$ cat src/rtl/core/kplt_pkg.sv
// shared types, codes and sizes for the keyed pin lease table
`default_nettype none

package kplt_pkg;

    localparam int TABLE_DEPTH = 64;
    localparam int IDX_W       = $clog2(TABLE_DEPTH);
    localparam int CNT_W       = IDX_W + 1;
    localparam int KEY_W       = 32;
    localparam int DATA_W      = 64;
    localparam int PIN_W       = 64;
    localparam int GEN_W       = 32;
    localparam int MODE_W      = 2;
    localparam int STATUS_W    = 3;

    localparam logic [MODE_W-1:0] MODE_PUBLISH = 2'd0;
    localparam logic [MODE_W-1:0] MODE_ACQUIRE = 2'd1;
    localparam logic [MODE_W-1:0] MODE_RELEASE = 2'd2;
    localparam logic [MODE_W-1:0] MODE_EVICT   = 2'd3;

    localparam logic [STATUS_W-1:0] ST_OK      = 3'd0;
    localparam logic [STATUS_W-1:0] ST_INVALID = 3'd1;
    localparam logic [STATUS_W-1:0] ST_FULL    = 3'd2;
    localparam logic [STATUS_W-1:0] ST_MISSING = 3'd3;
    localparam logic [STATUS_W-1:0] ST_BUSY    = 3'd4;

    typedef struct packed {
        logic [MODE_W-1:0] mode;
        logic [KEY_W-1:0]  residency_key;
        logic [DATA_W-1:0] entry_payload;
        logic [IDX_W-1:0]  lease_slot;
        logic [PIN_W-1:0]  lease_pin_mask;
        logic [GEN_W-1:0]  lease_generation;
    } in_item_t;

    typedef struct packed {
        logic [STATUS_W-1:0] result_status;
        logic [IDX_W-1:0]    granted_slot;
        logic [PIN_W-1:0]    granted_pin_mask;
        logic [GEN_W-1:0]    granted_generation;
        logic [DATA_W-1:0]   found_payload;
    } out_item_t;

    typedef struct packed {
        logic [KEY_W-1:0]  entry_key;
        logic [DATA_W-1:0] entry_data;
        logic [PIN_W-1:0]  entry_pins;
        logic [GEN_W-1:0]  entry_generation;
    } entry_t;

    typedef struct packed {
        logic capture;
        logic scan;
        logic read;
        logic update;
    } dp_cmd_t;

    typedef struct packed {
        logic early_reject;
        logic is_publish;
        logic is_release;
        logic scan_done;
        logic scan_match;
        logic out_free;
    } dp_stat_t;

endpackage

`default_nettype wire

$ cat src/rtl/core/kplt_ctrl.sv
// operation sequencer: capture, check, key scan, entry read, update
`default_nettype none

module kplt_ctrl (
    input  logic               clk,
    input  logic               rst_n,
    input  logic               in_valid,
    output logic               in_ready,
    input  kplt_pkg::dp_stat_t stat,
    output kplt_pkg::dp_cmd_t  cmd
);
    import kplt_pkg::*;

    localparam logic [2:0] S_IDLE   = 3'd0;
    localparam logic [2:0] S_CHECK  = 3'd1;
    localparam logic [2:0] S_SCAN   = 3'd2;
    localparam logic [2:0] S_READ   = 3'd3;
    localparam logic [2:0] S_UPDATE = 3'd4;

    logic [2:0] state_reg;
    logic [2:0] state_next;

    always_comb
    begin
        state_next = state_reg;
        cmd        = '0;
        in_ready   = 1'b0;
        case (state_reg)
            S_IDLE:
            begin
                in_ready = 1'b1;
                if (in_valid)
                begin
                    cmd.capture = 1'b1;
                    state_next  = S_CHECK;
                end
            end
            S_CHECK:
            begin
                if (stat.early_reject)
                begin
                    state_next = S_UPDATE;
                end
                else if (stat.is_release)
                begin
                    state_next = S_READ;
                end
                else
                begin
                    state_next = S_SCAN;
                end
            end
            S_SCAN:
            begin
                cmd.scan = 1'b1;
                if (stat.scan_done)
                begin
                    // publish needs no entry read: a hit means duplicate
                    if (stat.scan_match && !stat.is_publish)
                    begin
                        state_next = S_READ;
                    end
                    else
                    begin
                        state_next = S_UPDATE;
                    end
                end
            end
            S_READ:
            begin
                cmd.read   = 1'b1;
                state_next = S_UPDATE;
            end
            S_UPDATE:
            begin
                if (stat.out_free)
                begin
                    cmd.update = 1'b1;
                    state_next = S_IDLE;
                end
            end
            default:
            begin
                state_next = S_IDLE;
            end
        endcase
    end

    always_ff @(posedge clk or negedge rst_n)
    begin
        if (!rst_n)
        begin
            state_reg <= S_IDLE;
        end
        else
        begin
            state_reg <= state_next;
        end
    end

endmodule

`default_nettype wire

$ cat config.mk
export PLATFORM = sky130hd
export DESIGN_NAME = kplt_ctrl
export DESIGN_NICKNAME = d
export VERILOG_FILES = /design/src/rtl/core/kplt_pkg.sv /design/src/rtl/core/kplt_ctrl.sv
export SDC_FILE = /design/constraint.sdc
export NUM_CORES = 1
export LEC_CHECK = 0
export BUFFER_PORTS_ARGS = -buffer_cell sky130_fd_sc_hd__buf_4
export CAP_MARGIN = 5
export CORE_AREA = 8 8 45 47
export CTS_CLUSTER_DIAMETER = 150
export DETAILED_ROUTE_END_ITERATION = 6
export DIE_AREA = 0 0 53 55
export PLACE_DENSITY = 0.39
export SLEW_MARGIN = 20
export SYNTH_ARGS = -nofsm -noshare
export SYNTH_HDL_FRONTEND = slang
export SYNTH_SLANG_ARGS = --single-unit
$ cat constraint.sdc
create_clock -name clk -period 1.85 [get_ports clk]
set_input_delay 0.4625 -clock clk [delete_from_list [all_inputs] [get_ports clk]]
set_output_delay 0.4625 -clock clk [all_outputs]
set_load 0.03 [all_outputs]
* Word level (Yosys, flattened, before mapping)
Cells that the tools add are included.
** Storage, ports and cells
- Register bits :: 3
- Input port bits :: 9
- Output and inout port bits :: 5
- Logic and storage cells :: 26
** Cells by class
- Equality and inequality tests :: 7
- Muxes and demuxes :: 14
- Reductions and logical operators :: 4
** Operators by type and width (count)
- $mux W3 :: 5
- $pmux W3 S5 :: 1
- $mux W1 :: 8
- $eq A3 B2 Y1 const B :: 2
- $ne A2 B2 Y1 const B :: 3
- $eq A3 B1 Y1 const B :: 1
- $eq A3 B3 Y1 const B :: 1
- $logic_not A3 Y1 :: 1
- $reduce_and A3 Y1 :: 1
- $logic_and A1 B1 Y1 :: 1
- $logic_not A1 Y1 :: 1

* Logic depth before layout (Yosys ltp)
- Word-level depth :: 5
- Gate-level depth with buffers :: 4

* Least setup slack after synthesis
No wires, ideal clock.
- Kind :: reg2out
- From :: register state_reg[0]
- To :: output cmd[3] in the netlist's numbering
- Arrival :: 1.611 ns
- Required time :: 1.387 ns
- Setup slack :: -0.224 ns
- Stages on the path, launching flop included :: 4
- Buffers on the path :: 1
- Cells stage by stage :: dfrtp_1 > buf_6 > nor3_1 > and2_1
** RTL lines
- start: declaration :: line kplt_ctrl.sv:20 : logic [2:0] state_reg;
- start signal: assignment :: line kplt_ctrl.sv:97 : state_reg <= state_next;
- end: declaration :: line kplt_ctrl.sv:10 : output kplt_pkg::dp_cmd_t cmd

==> results.toml <==
[layout]
fill_cells = 152
final-seq-area_um2 = 75.07
multi_input_area_um2 = 128.9
largest_reg_flops = 3
drive_above_1_share_pct = 45.00
area_delta_synth_final_pct = 56.11
layout.nets = 50
utilization_pct = 25.41
antenna_cells = 0

[routing]
drc = 0
antenna_left = 0
avgViaCountPerCell = 4.375
drt-pass1-iter-count = 3
routed_wl_um = 666
drt_iter0_markers = 7
vias = 245
wire_per_inst_um = 11.89

[timing]
fmax_mhz = 578.0
rsz0062_at_grt = "false"
period_share_pct = 93.52
relSlewSlack_pct = 80.19
skew_ns = 0.002654
worst_pin_slew_ns = 0.2972
report.final.hold_viol_count = 0
setup_violations = 0
tns_ns = 0
worst_slack_ns = 0.1198
min_period_ns = 1.730
final_max_slew_viol_count = 0

[place]
port_buffers = 13
preCtsSetupSlack_ns = 0.3659
hpwl_um = 521.3
gp_congestion = 0.6949

[clock_tree]
cts_inserted_buffers = 3
ctsResizeCount = 0
cts_tree = "done"
clk_latency_ns = 0.23
holdBufCountCts = 0
cts_setup_buffers = 0
clk_pin_slew_ns = 0.04
root_buffer = "clkbuf_4"
htree_levels = 1
clockBufferDepth = 2
cts_num_sinks = 3

[grt]
grt_pass1_wl_mm = 1.145
grt.overflow.total = 0
grt_pass1_vias = 301
grt_max_degree = 10
grt_antenna_before_repair = 0
grt_usage_pct = 5.641

[floorplan]
die_x_um = 53
num_io_pins = 14
die_y_um = 55
num_rows = 14
start_util_pct = 16.27
dieArea_mm2 = 0.002915
coreArea_mm2 = 0.001384

[pwr]
ir_drop_v = 0.0005434
power_leakage_nw = 0.1598
power_density_mw_per_mm2 = 1550

[critical_path]
cpMaxStageDelayCell = "dfrtp_1"
cp-end-kind = "output pin"
path_max_fanout = 8
crit_path_start_kind = "register"
worstPathArrival_ns = 1.27
worstSetupPathType = "reg2out"
path_cells = "inv_1 -> nor3b_1 -> buf_4"
required_ns = 1.39
cpPeakStageDelay_ns = 0.50

[synth]
ys_types = 20
synth_edf_count = 0
synth_warnings = 0
yosys_most_used_dff = "dfrtp_1"
syn_area_per_cell_um2 = 9.009
synth-seq-area-share_pct = 33.33
syn_inst = 25
synth_seq_cells = 3
async_reset_ff_share_pct = 100.0
syn_nets = 34
synth_area_um2 = 225.2

[run]
cap_violations = 0

[run_status]
status = "complete, no violations"

[min_path]
hold_class = "in2async"
[layout by cell type, fill, tap and decap left out, types with 2 or more instances in the layout]
master / synthesis / final
dfrtp_1: 3 / 3
buf_4: 0 / 13
clkbuf_4: 0 / 3
nor2_1: 2 / 2
[Yosys cell counts, types with 2 or more instances]
cell,instances,area (um^2)
buf_6,2,22.52
dfrtp_1,3,75.07
nor2_1,2,7.510
nor3_1,2,10.01
[layer usage]
layer,up-vias,global-route usage [%],wire (um)
met5,-,0,0
met4,0,7.759,0
met1,117,5.046,266
met3,0,2.406,57
li1,119,-,-
met2,9,8.398,343
[per-stage QoR]
step           hold slack, ns  power [W]  cells  area [um^2]
3_5_place_dp           0.2547  0.0004289     52        325.3
6_report             0.008736  0.0005450     56        351.6
5_1_grt              0.002881  0.0005866     56        351.6
3_3_place_gp           0.2535  0.0004331     52        325.3
4_1_cts              0.001219  0.0005539     56        351.6
2_1_floorplan          0.1669  0.0003643     25        230.2
[cells by family after synthesis]
kind of cell / after synthesis / share of synthesized area [%]
AND/OR/NAND/NOR: 12 / 29.45
AO/OA/AOI/OAI: 6 / 21.11
flip-flops: 3 / 33.33
buffers and inverters: 3 / 11.66
multiplexers: 1 / 4.445
[layout make-up]
cell class | count | area share, %
multi-input combinational | 19 | 36.65
inverter | 1 | 1.068
clock buffer | 4 | 7.473
timing repair buffer | 13 | 27.76
sequential | 3 | 21.35
tap | 16 | 5.694
[power by group]
part / internal (W) / total (W) / switching (W)
clock: 0.0000809 / 0.000116 / 0.0000355
combinational: 0.000122 / 0.000273 / 0.000151
sequential: 0.0000917 / 0.000155 / 0.0000635
total: 0.000295 / 0.000545 / 0.000250
[path summary, 6_finish.rpt]
kind	slack [ns]	cells past startpoint	endpoint	startpoint
hold reg to reg	0.60	1	state_reg[0]$_DFFE_PN0P_	state_reg[2]$_DFFE_PN0P_
hold / removal	0.009	1	state_reg[2]$_DFFE_PN0P_	rst_n
setup reg to reg	0.66	3	state_reg[0]$_DFFE_PN0P_	state_reg[1]$_DFFE_PN0P_
min in group clk	0.52	4	state_reg[1]$_DFFE_PN0P_	stat[5]
setup / recovery	0.12	3	cmd[1]	state_reg[1]$_DFFE_PN0P_
max in group asynchronous	1.75	1	state_reg[0]$_DFFE_PN0P_	rst_n
[critical path: cells and delay by family (launching register included)]
family                 cells  cell delay, ns
flip-flops                 1            0.50
AND/OR/NAND/NOR            1            0.21
buffers and inverters      2            0.32
(Power assumes the default switching activity.)
